$ cat src/mldb_pkg.sv
// Shared types and constants for the multi-lamp duty blinker.
package mldb_pkg;

  // Six lamp slots exist in the register map and on the drive port
  localparam int LAMP_SLOTS    = 6;
  localparam int PERIOD_BITS   = 16;
  localparam int MODE_BITS     = 3;
  localparam int REG_ADDR_BITS = 5;
  localparam int REG_IDX_BITS  = 3;
  localparam int DATA_BITS     = 32;

  // Register indexes on the configuration port
  localparam logic [REG_IDX_BITS-1:0] REG_ENABLE  = 3'd0;
  localparam logic [REG_IDX_BITS-1:0] REG_MODES   = 3'd1;
  localparam logic [REG_IDX_BITS-1:0] REG_PERIOD0 = 3'd2;

  // Duty ratio modes
  typedef enum logic [MODE_BITS-1:0] {
    MODE_STEADY        = 3'd0,
    MODE_HALF          = 3'd1,
    MODE_THIRD         = 3'd2,
    MODE_SIXTH         = 3'd3,
    MODE_ELEVENTH      = 3'd4,
    MODE_TWO_THIRDS    = 3'd5,
    MODE_FIVE_SIXTHS   = 3'd6,
    MODE_TEN_ELEVENTHS = 3'd7
  } mode_t;

  // Per-lamp configuration handed from the register file to a lamp lane
  typedef struct packed {
    logic                   enable;
    logic [MODE_BITS-1:0]   mode;
    logic [PERIOD_BITS-1:0] period;
  } lamp_cfg_t;

endpackage

$ cat src/mldb_regs.sv
// APB register file: enable mask, ratio modes and six lamp periods.
module mldb_regs (
  input  logic                                         clk,
  input  logic                                         rst,
  input  logic                                         psel,
  input  logic                                         penable,
  input  logic                                         pwrite,
  input  logic [mldb_pkg::REG_ADDR_BITS-1:0]           paddr,
  input  logic [mldb_pkg::DATA_BITS-1:0]               pwdata,
  output logic [mldb_pkg::DATA_BITS-1:0]               prdata,
  output logic                                         pready,
  output mldb_pkg::lamp_cfg_t [mldb_pkg::LAMP_SLOTS-1:0] cfg
);

  logic [mldb_pkg::LAMP_SLOTS-1:0]              enable_mask;
  logic [mldb_pkg::LAMP_SLOTS*mldb_pkg::MODE_BITS-1:0] ratio_modes;
  logic [mldb_pkg::PERIOD_BITS-1:0]             period [mldb_pkg::LAMP_SLOTS];

  logic [mldb_pkg::REG_IDX_BITS-1:0] reg_idx;
  logic [mldb_pkg::REG_IDX_BITS-1:0] period_idx;
  logic                              wr_en;

  assign pready     = 1'b1;
  assign reg_idx    = paddr[mldb_pkg::REG_ADDR_BITS-1:2];
  assign period_idx = reg_idx - mldb_pkg::REG_PERIOD0;
  assign wr_en      = psel && penable && pwrite && pready;

  // Write the addressed register at the access phase
  always_ff @(posedge clk) begin
    if (rst) begin
      enable_mask <= '0;
      ratio_modes <= '0;
      for (int i = 0; i < mldb_pkg::LAMP_SLOTS; i++) begin
        period[i] <= '0;
      end
    end else if (wr_en) begin
      case (reg_idx)
        mldb_pkg::REG_ENABLE: enable_mask <= pwdata[mldb_pkg::LAMP_SLOTS-1:0];
        mldb_pkg::REG_MODES:  ratio_modes <= pwdata[mldb_pkg::LAMP_SLOTS*mldb_pkg::MODE_BITS-1:0];
        default:              period[period_idx] <= pwdata[mldb_pkg::PERIOD_BITS-1:0];
      endcase
    end
  end

  // Return the addressed register, zero extended
  always_comb begin
    case (reg_idx)
      mldb_pkg::REG_ENABLE: prdata = mldb_pkg::DATA_BITS'(enable_mask);
      mldb_pkg::REG_MODES:  prdata = mldb_pkg::DATA_BITS'(ratio_modes);
      default:              prdata = mldb_pkg::DATA_BITS'(period[period_idx]);
    endcase
  end

  // Split the registers into per-lamp settings
  always_comb begin
    for (int n = 0; n < mldb_pkg::LAMP_SLOTS; n++) begin
      cfg[n].enable = enable_mask[n];
      cfg[n].mode   = ratio_modes[n*mldb_pkg::MODE_BITS +: mldb_pkg::MODE_BITS];
      cfg[n].period = period[n];
    end
  end

endmodule

$ cat src/mldb_reload.sv
// Phase duration of one lamp: period divided by 2, 3, 6 or 11, times a ratio, or the whole period in steady mode.
module mldb_reload #(
  parameter int COUNT_BITS = 16
) (
  input  logic [mldb_pkg::PERIOD_BITS-1:0] period,
  input  logic [mldb_pkg::MODE_BITS-1:0]   mode,
  input  logic                             on_phase,
  output logic [COUNT_BITS-1:0]            reload
);

  // Reciprocals that give exact truncating quotients for 16-bit periods
  localparam int RECIP3_SHIFT  = 17;
  localparam int RECIP11_SHIFT = 19;
  localparam int PROD3_BITS    = mldb_pkg::PERIOD_BITS + RECIP3_SHIFT;
  localparam int PROD11_BITS   = mldb_pkg::PERIOD_BITS + RECIP11_SHIFT;
  localparam logic [PROD3_BITS-1:0]  RECIP3  = PROD3_BITS'(((1 << RECIP3_SHIFT) + 2) / 3);
  localparam logic [PROD11_BITS-1:0] RECIP11 = PROD11_BITS'(((1 << RECIP11_SHIFT) + 10) / 11);
  localparam int WIDE_BITS = mldb_pkg::PERIOD_BITS + 4;

  logic [PROD3_BITS-1:0]            prod3;
  logic [PROD11_BITS-1:0]           prod11;
  logic [mldb_pkg::PERIOD_BITS-1:0] q2, q3, q6, q11;
  mldb_pkg::mode_t                  eff_mode;
  logic [WIDE_BITS-1:0]             span;

  // Constant divisions by reciprocal multiply; sixths come from thirds
  assign prod3  = PROD3_BITS'(period) * RECIP3;
  assign prod11 = PROD11_BITS'(period) * RECIP11;
  assign q2     = period >> 1;
  assign q3     = prod3[RECIP3_SHIFT +: mldb_pkg::PERIOD_BITS];
  assign q6     = q3 >> 1;
  assign q11    = prod11[RECIP11_SHIFT +: mldb_pkg::PERIOD_BITS];

  // Off phase takes the on time of the partner ratio
  always_comb begin
    eff_mode = mldb_pkg::mode_t'(mode);
    if (!on_phase) begin
      case (mldb_pkg::mode_t'(mode))
        mldb_pkg::MODE_THIRD:         eff_mode = mldb_pkg::MODE_TWO_THIRDS;
        mldb_pkg::MODE_SIXTH:         eff_mode = mldb_pkg::MODE_FIVE_SIXTHS;
        mldb_pkg::MODE_ELEVENTH:      eff_mode = mldb_pkg::MODE_TEN_ELEVENTHS;
        mldb_pkg::MODE_TWO_THIRDS:    eff_mode = mldb_pkg::MODE_THIRD;
        mldb_pkg::MODE_FIVE_SIXTHS:   eff_mode = mldb_pkg::MODE_SIXTH;
        mldb_pkg::MODE_TEN_ELEVENTHS: eff_mode = mldb_pkg::MODE_ELEVENTH;
        default:                      eff_mode = mldb_pkg::mode_t'(mode);
      endcase
    end
  end

  // Pick the quotient and scale it with shifts and adds
  always_comb begin
    case (eff_mode)
      mldb_pkg::MODE_HALF:          span = WIDE_BITS'(q2);
      mldb_pkg::MODE_THIRD:         span = WIDE_BITS'(q3);
      mldb_pkg::MODE_SIXTH:         span = WIDE_BITS'(q6);
      mldb_pkg::MODE_ELEVENTH:      span = WIDE_BITS'(q11);
      mldb_pkg::MODE_TWO_THIRDS:    span = WIDE_BITS'(q3) << 1;
      mldb_pkg::MODE_FIVE_SIXTHS:   span = (WIDE_BITS'(q6) << 2) + WIDE_BITS'(q6);
      mldb_pkg::MODE_TEN_ELEVENTHS: span = (WIDE_BITS'(q11) << 3) + (WIDE_BITS'(q11) << 1);
      default:                      span = WIDE_BITS'(period);
    endcase
  end

  assign reload = span[COUNT_BITS-1:0];

endmodule

$ cat src/mldb_lamp.sv
// One lamp lane: countdown, phase and drive bit, updated once per item.
module mldb_lamp #(
  parameter int COUNT_BITS = 16
) (
  input  logic                clk,
  input  logic                rst,
  input  logic                advance,
  input  logic                elapsed,
  input  mldb_pkg::lamp_cfg_t cfg,
  output logic                lit_next
);

  logic                  phase;
  logic                  lit;
  logic [COUNT_BITS-1:0] countdown;

  logic                  phase_next;
  logic [COUNT_BITS-1:0] countdown_next;
  logic [COUNT_BITS-1:0] count_dec;
  logic [COUNT_BITS-1:0] reload;

  // Duration of the phase about to start
  mldb_reload #(
    .COUNT_BITS (COUNT_BITS)
  ) u_reload (
    .period   (cfg.period),
    .mode     (cfg.mode),
    .on_phase (!phase),
    .reload   (reload)
  );

  // Drop a nonzero countdown by one on an elapsed tick
  assign count_dec = (elapsed && (countdown != '0)) ? countdown - COUNT_BITS'(1) : countdown;

  // Resolve disable, steady and blink behavior
  always_comb begin
    phase_next     = phase;
    countdown_next = count_dec;
    lit_next       = lit;
    if (!cfg.enable) begin
      lit_next = 1'b0;
    end else if (mldb_pkg::mode_t'(cfg.mode) == mldb_pkg::MODE_STEADY) begin
      lit_next = 1'b1;
    end else if (count_dec == '0) begin
      phase_next     = !phase;
      lit_next       = !phase;
      countdown_next = reload;
    end
  end

  // Hold lane state between items
  always_ff @(posedge clk) begin
    if (rst) begin
      phase     <= 1'b0;
      lit       <= 1'b0;
      countdown <= '0;
    end else if (advance) begin
      phase     <= phase_next;
      lit       <= lit_next;
      countdown <= countdown_next;
    end
  end

endmodule

$ cat src/multi_lamp_duty_blinker.sv
// Multi-lamp duty blinker top level: input register, lamp lanes, result register.
//
// Drives up to six lamps, each with an enable bit, a duty ratio mode and a
// 16-bit period set over the APB port. Each transfer on the item channel
// carries one elapsed flag; every transfer produces exactly one lamp_drive
// result. The block takes one item per clock while the result channel is
// not stalled; each item is held in the input register and then passes
// through the lamp lanes into the result register. All lamp lanes
// update in parallel, and their constant-divider reload logic sets the
// critical path. Backpressure on the result channel stalls the input
// register and then the item channel. Configure only while idle.
module multi_lamp_duty_blinker #(
  parameter int LAMP_COUNT = 6,
  parameter int COUNT_BITS = 16
) (
  input  logic                              clk,
  input  logic                              rst,
  // item channel
  input  logic                              item_valid,
  output logic                              item_ready,
  input  logic                              elapsed,
  // result channel
  output logic                              result_valid,
  input  logic                              result_ready,
  output logic [mldb_pkg::LAMP_SLOTS-1:0]   lamp_drive,
  // configuration port
  input  logic                              psel,
  input  logic                              penable,
  input  logic                              pwrite,
  input  logic [mldb_pkg::REG_ADDR_BITS-1:0] paddr,
  input  logic [mldb_pkg::DATA_BITS-1:0]    pwdata,
  output logic [mldb_pkg::DATA_BITS-1:0]    prdata,
  output logic                              pready
);

  mldb_pkg::lamp_cfg_t [mldb_pkg::LAMP_SLOTS-1:0] cfg;

  logic                            s1_valid;
  logic                            s1_elapsed;
  logic                            s1_fire;
  logic [mldb_pkg::LAMP_SLOTS-1:0] drive_next;
  logic [mldb_pkg::LAMP_SLOTS-1:0] enable_mask;
  logic [mldb_pkg::LAMP_SLOTS-1:0] steady_mask;

  mldb_regs u_regs (
    .clk     (clk),
    .rst     (rst),
    .psel    (psel),
    .penable (penable),
    .pwrite  (pwrite),
    .paddr   (paddr),
    .pwdata  (pwdata),
    .prdata  (prdata),
    .pready  (pready),
    .cfg     (cfg)
  );

  // Advance the input register when the result register can take its result
  assign s1_fire    = s1_valid && (!result_valid || result_ready);
  assign item_ready = !s1_valid || s1_fire;

  // Hold the accepted item
  always_ff @(posedge clk) begin
    if (rst) begin
      s1_valid <= 1'b0;
    end else if (item_ready) begin
      s1_valid <= item_valid;
    end
  end

  always_ff @(posedge clk) begin
    if (item_valid && item_ready) begin
      s1_elapsed <= elapsed;
    end
  end

  // Lamp lanes; slots past LAMP_COUNT stay dark
  for (genvar n = 0; n < mldb_pkg::LAMP_SLOTS; n++) begin : g_lamp
    if (n < LAMP_COUNT) begin : g_on
      mldb_lamp #(
        .COUNT_BITS (COUNT_BITS)
      ) u_lamp (
        .clk      (clk),
        .rst      (rst),
        .advance  (s1_fire),
        .elapsed  (s1_elapsed),
        .cfg      (cfg[n]),
        .lit_next (drive_next[n])
      );
      assign steady_mask[n] = cfg[n].enable &&
                              (mldb_pkg::mode_t'(cfg[n].mode) == mldb_pkg::MODE_STEADY);
    end else begin : g_off
      assign drive_next[n]  = 1'b0;
      assign steady_mask[n] = 1'b0;
    end
    assign enable_mask[n] = cfg[n].enable;
  end

  // Result register
  always_ff @(posedge clk) begin
    if (rst) begin
      result_valid <= 1'b0;
    end else if (s1_fire) begin
      result_valid <= 1'b1;
    end else if (result_ready) begin
      result_valid <= 1'b0;
    end
  end

  always_ff @(posedge clk) begin
    if (s1_fire) begin
      lamp_drive <= drive_next;
    end
  end

  // Disabled lamps are dark in the result that follows
  assert property (@(posedge clk) disable iff (rst)
    s1_fire |=> ((lamp_drive & ~$past(enable_mask)) == '0))
    else $error("disabled lamp driven");

  // Steady lamps are lit in the result that follows
  assert property (@(posedge clk) disable iff (rst)
    s1_fire |=> ((lamp_drive & $past(steady_mask)) == $past(steady_mask)))
    else $error("steady lamp not lit");

  // Input stalls only when both stages are full and the result is held
  assert property (@(posedge clk) disable iff (rst)
    !item_ready |-> (s1_valid && result_valid && !result_ready))
    else $error("input stalled without backpressure");

  // A new result comes only from a held item
  assert property (@(posedge clk) disable iff (rst)
    $rose(result_valid) |-> $past(s1_valid))
    else $error("result without item");

endmodule
$ cat config.mk
export PLATFORM = sky130hd
export DESIGN_NAME = multi_lamp_duty_blinker
export DESIGN_NICKNAME = d
export VERILOG_FILES = /design/src/mldb_pkg.sv /design/src/mldb_regs.sv /design/src/mldb_reload.sv /design/src/mldb_lamp.sv /design/src/multi_lamp_duty_blinker.sv
export SDC_FILE = /design/constraint.sdc
export NUM_CORES = 2
export LEC_CHECK = 0
export ABC_AREA = 1
export BUFFER_PORTS_ARGS = -buffer_cell sky130_fd_sc_hd__buf_2
export CAP_MARGIN = 40
export CELL_PAD_IN_SITES_DETAIL_PLACEMENT = 0
export CELL_PAD_IN_SITES_GLOBAL_PLACEMENT = 1
export CORE_ASPECT_RATIO = 0.5
export CORE_MARGIN = 5
export CORE_UTILIZATION = 50
export DETAILED_ROUTE_END_ITERATION = 12
export PLACE_DENSITY_LB_ADDON = 0.1
export SETUP_SLACK_MARGIN = 0.15
export SYNTH_ARGS = -nofsm -noshare
export SYNTH_HDL_FRONTEND = slang
export SYNTH_HIERARCHICAL = 1
export SYNTH_SLANG_ARGS = --single-unit
$ cat constraint.sdc
create_clock -name clk -period 9.67 [get_ports clk]
set_clock_uncertainty 0.1 [all_clocks]
set_input_delay 1.4505 -clock clk [delete_from_list [all_inputs] [get_ports clk]]
set_output_delay 1.4505 -clock clk [all_outputs]
set_load 0.02 [all_outputs]
---- Word-level counts from Yosys, hierarchy flattened ----
Memory sizes are Yosys's and may differ from the RTL's.
Cells that the tools add are included.
word-level totals
  register bits after elaboration ......... 141
  bits in writable memories ............... 96
  input port bits ......................... 45
  output and inout port bits .............. 41
  word-level logic and storage cells ...... 263
  memories kept ........................... 1
memory list
  memory         words  width  rd ports  clocked after Yosys merged registers in  write ports  RTL line         RTL
  u_regs.period  6      16     7         0                                        6            mldb_regs.sv:17  logic [mldb_pkg::PERIOD_BITS-1:0] period [mldb_pkg::LAMP_SLOTS];
cells by class
  add/subtract/negate cells ............... 19
  multiply operators ...................... 12
  eq/ne operators ......................... 79
  mux-type cells .......................... 72
  bitwise logic cells ..................... 6
  reduce and logical (&&, ||, !) cells .... 50
operators with widths
  kind                    count
  $pmux 16 s7             6
  $mux 16                 25
  $mul 16x16->32 const B  12
  $add 16x14->16          12
  $eq 3x3->1 const B      48
  $pmux 3 s6              6
  $logic_not 16->1        6
  $reduce_bool 16->1      6
  $sub 16x1->16 const B   6
  $eq 3x2->1 const B      24
  $pmux 18 s2             1
  $mux 1                  27
  $reduce_and 4->1        6
  $eq 3x1->1 const B      7
  $logic_not 3->1         7
  $mux 3                  7
  $reduce_or 16->1        1
  $logic_and 1x1->1       10
  $logic_not 1->1         8
  $not 1->1               6
  $reduce_and 2->1        2
  $sub 3x2->3 const B     1
  $logic_or 1x1->1        2
  $reduce_bool 2->1       1
  $reduce_or 2->1         1

---- Longest topological paths before layout ----
  depth in word-level cells ............... 8
  depth in mapped cells ................... 42
  depth with buffers taken out ............ 42

---- Modules after synthesis ----
Netlist, hierarchy kept.
by module, submodules not included
  module                                            times used  cells each  area each (sq um)  seq. area each (sq um)
  mldb_reload (g_lamp[2].g_on.u_lamp.u_reload ...)  2           1697        12564.6            0.0
  mldb_reload (g_lamp[0].g_on.u_lamp.u_reload)      1           1729        12682.2            0.0
  mldb_reload (g_lamp[1].g_on.u_lamp.u_reload)      1           1714        12635.9            0.0
  mldb_reload (g_lamp[5].g_on.u_lamp.u_reload)      1           1658        12243.0            0.0
  mldb_reload (g_lamp[4].g_on.u_lamp.u_reload)      1           1624        12142.9            0.0
  mldb_lamp                                         6           257         1530.2             360.3
  mldb_regs                                         1           698         6040.8             3363.2
  multi_lamp_duty_blinker                           1           19          301.5              250.2

---- Worst setup path before layout ----
Ideal clock, no wire load.
  path kind ............................... register to register
  start point ............................. memory u_regs/period[1][6] in the netlist's numbering
  end point ............................... register g_lamp[1].g_on.u_lamp.countdown[13]
  library setup time ...................... 0.070 ns
  data arrival time ....................... 6.900 ns
  data required time ...................... 9.500 ns
  setup slack ............................. 2.600 ns
  cell stages (with the launch flop) ...... 38
  buffers on the path ..................... 0
  period minus slack after synthesis ...... 7.070 ns
  cells stage by stage .................... edfxtp_1 ha_1 inv_1 fa_1 inv_1 fa_1 inv_1 fa_1 inv_1 fa_1 inv_1 fa_1 inv_1 ha_1 nand2_1 inv_1 nand2_2 nor3_1 (+2 left out) xor2_1 inv_1 fa_1 nor2_1 o21ai_0 nand2_1 nand2_1 nand2_1 a21oi_1 nor2_1 nand3_2 nand2_2 nand2_1 nand3_1 nand3_1 a21oi_1 nand2_1 a21oi_1
RTL lines
  item                  RTL line         RTL
  start, declared       mldb_regs.sv:17
  end signal, assigned  mldb_lamp.sv:60  countdown <= countdown_next;
  end, declared         mldb_lamp.sv:15  logic [COUNT_BITS-1:0] countdown;

==> flow_metrics.env <==
export IMPL_die_y_um=311
export IMPL_cts_sinks=237
export IMPL_via_per_inst=5.25
export IMPL_ys_top_cells_by_area="fa_1 24%, ha_1 23%, inv_1 12%"
export IMPL_final_common_cell="inv_1"
export IMPL_rrSetupSlack_ps=1400
export IMPL_clk_pin_slew_ps=90
export IMPL_post_route_period_util=0.855
export IMPL_cp_startpoint="u_regs/period[2][2]$_SDFFCE_PN0P_"
export IMPL_place_congestion=0.952
export IMPL_ys_warn_count=6
export IMPL_final_cell_mix="2,849 x inv_1, 2,620 x nand2_1, 1,668 x ha_1"
export IMPL_status="completed"
export IMPL_fin_crit_ps=8270
export IMPL_synth_cell_types=81
export IMPL_synth_top_cell_area_share=0.235
export IMPL_synth_seq_cells=237
export IMPL_n_fill_cell=18100
export IMPL_synth_area_mm2=0.0904
export IMPL_synth_edf_count=103
export IMPL_rr_worst_depth=37
export IMPL_reg2reg_from="u_regs/period[2][2]$_SDFFCE_PN0P_"
export IMPL_tritoncts="done"
export IMPL_ios=86
export IMPL_multi_input_area_mm2=0.0729
export IMPL_cts_made_buffers=29
export IMPL_initial_core_util=0.503
export IMPL_cts_max_path_buffers=3
export IMPL_max_cap_violations=0
export IMPL_row_count=110
export IMPL_grtUsageTotal=0.292
export IMPL_cp_endpoint="g_lamp[2].g_on.u_lamp/countdown[10]$_SDFFE_PP0P_"
export IMPL_areaGrowthSynthToFinish_pct=5.39
export IMPL_max_slew_margin_rel=0.365
export IMPL_root_buffer="clkbuf_16"
export IMPL_synthFlopType="dfxtp_1"
export IMPL_yosys_area_top_type="fa_1"
export IMPL_seq_area_mm2=0.00578
export IMPL_hpwl_mm=240
export IMPL_crit_fanout=6
export IMPL_gr_total_overflow=0
export IMPL_rsz0062_at_grt="false"
export IMPL_hp_class="reg -> reg"
export IMPL_end_kind="register"
export IMPL_r2r_end="g_lamp[2].g_on.u_lamp/countdown[10]$_SDFFE_PP0P_"
export IMPL_grt_pass1_vias=77600
export IMPL_final_cell_count_no_fill=14900
export IMPL_drive_above_1_share=0.0611
export IMPL_crit_family="adder cells"
export IMPL_finalHoldViolations=0
export IMPL_fmax_mhz=121
export IMPL_slew_viol_final=0
export IMPL_numPlacedInstances=14900
export IMPL_async_flop_share=0
export IMPL_syn_area_per_cell_um2=7.30
export IMPL_cpPeakStageDelay_ps=760
export IMPL_path_depth=37
export IMPL_cp_arrival_ps=8740
export IMPL_vias=78400
export IMPL_critPathKind="reg -> reg"
export IMPL_min_path_cells=2
export IMPL_first_pass_iters=8
export IMPL_dp_slack_ps=1470
export IMPL_tns_ps=0
export IMPL_cp_start_kind="register"
export IMPL_die_w_um=611
export IMPL_drtIter0Drc=6018
export IMPL_cts_setup_buffers=0
export IMPL_tightestPinTransition_ps=953
export IMPL_nets=15300
export IMPL_critPathSlowestCell="edfxtp_1"
export IMPL_antenna_found_initial=12
export IMPL_postCtsHoldBufs=0
export IMPL_grt_pass1_wl_mm=439
export IMPL_htree_levels=1
export IMPL_path_buf_inv=4
export IMPL_hold_ws_ps=410
export IMPL_setup_violations_final=0
export IMPL_synthCells=12400
export IMPL_detail_route_antenna_nets=0
export IMPL_clk_latency_ps=700
export IMPL_core_mm2=0.180
export IMPL_drc=0
export IMPL_fp_dieArea_mm2=0.190
export IMPL_cts_resized_gates=0
export IMPL_critPathRequiredTime_ps=10140
export IMPL_yosysSeqAreaShare=0.0639
export IMPL_io_buffer_count=54
export IMPL_crit_top_cell="nand2_1"
export IMPL_setup_slack_ps=1400
export IMPL_wl_mm=279
export IMPL_grt_max_degree=67
export IMPL_wl_per_cell_um=18.7
logic make-up after synthesis:
logic type / share of synthesized area
DFF: 0.0639
and+or+nand+nor: 0.232
xor gates and xnor gates: 0.0203
AOI/OAI and AO/OA: 0.0876
buffers and inverters: 0.130
other: 0.0000831
adders and majority gates: 0.466
worst min path at each step:
| stage | startpoint | endpoint | slack, ps |
|---|---|---|---|
| after floorplan | s1_valid$_SDFFE_PP0P_ | result_valid$_SDFFE_PP0P_ | 360 |
| after CTS | s1_valid$_SDFFE_PP0P_ | s1_valid$_SDFFE_PP0P_ | 410 |
| after global routing | s1_valid$_SDFFE_PP0P_ | s1_valid$_SDFFE_PP0P_ | 430 |
| after detailed placement | s1_valid$_SDFFE_PP0P_ | s1_valid$_SDFFE_PP0P_ | 390 |
| after global placement | s1_valid$_SDFFE_PP0P_ | s1_valid$_SDFFE_PP0P_ | 400 |
| final | s1_valid$_SDFFE_PP0P_ | s1_valid$_SDFFE_PP0P_ | 410 |
synthesized netlist by cell type (all sizes together) (4+ instances only):
| cell | number |
|---|---|
| and2 | 15 |
| o21a | 18 |
| o21bai | 50 |
| xnor2 | 77 |
| a31oi | 37 |
| a211oi | 24 |
| o32ai | 5 |
| ha | 1668 |
| a21oi | 629 |
| and3 | 5 |
| nand3b | 48 |
| a21boi | 10 |
| edfxtp | 103 |
| nand2 | 2782 |
| o31ai | 7 |
| dfxtp | 134 |
| or2 | 35 |
| o211ai | 37 |
| nand3 | 564 |
| o21ai | 431 |
| a31o | 4 |
| nand4 | 110 |
| nor4 | 9 |
| a41oi | 8 |
| clkbuf | 42 |
| xor2 | 117 |
| a221oi | 5 |
| a21o | 41 |
| o2111ai | 12 |
| nor3 | 98 |
| nor3b | 4 |
| fa | 1062 |
| nor2 | 1159 |
| buf | 75 |
| o22ai | 29 |
| inv | 2909 |
through the flow:
step	area (um^2)	utilization
4_1_cts	95200	0.530
3_3_place_gp	93800	0.522
3_5_place_dp	94200	0.524
5_1_grt	95200	0.530
6_report	95200	0.530
2_1_floorplan	90400	-
layer usage:
| layer | track usage | vias up | share of wire |
|---|---|---|---|
| met5 | 0.00675 | - | 0.00079 |
| met4 | 0.0599 | 6 | 0.023 |
| met3 | 0.0469 | 291 | 0.066 |
| met2 | 0.470 | 1932 | 0.44 |
| met1 | 0.415 | 37300 | 0.47 |
| li1 | - | 38900 | - |
state kept, by name, indices dropped and copies added, names as in the netlist:
signal / count
g_lamp.g_on.u_lamp/countdown: 96
g_lamp.g_on.u_lamp/lit: 6
g_lamp.g_on.u_lamp/phase: 6
lamp_drive: 6
result_valid: 1
s1_elapsed: 1
s1_valid: 1
u_regs/enable_mask: 6
u_regs/period: 96
u_regs/ratio_modes: 18
tightest hold or removal path: stages, from the launching register on:
cell and delay [ps]:
dfxtp_1 330, nand3_2 90, a21oi_2 50
final cells by class:
type	count	area share
multi-input combinational	9127	0.766
inverter	2910	0.115
sequential	237	0.0606
tap	2408	0.0316
timing repair buffer	192	0.0163
clock buffer	31	0.00770
clock inverter	22	0.00292
antenna	4	0.000105
Power is left out: the tool's default activity adds up to more than one toggle a clock period on the data nets, which glitch-free logic cannot reach.
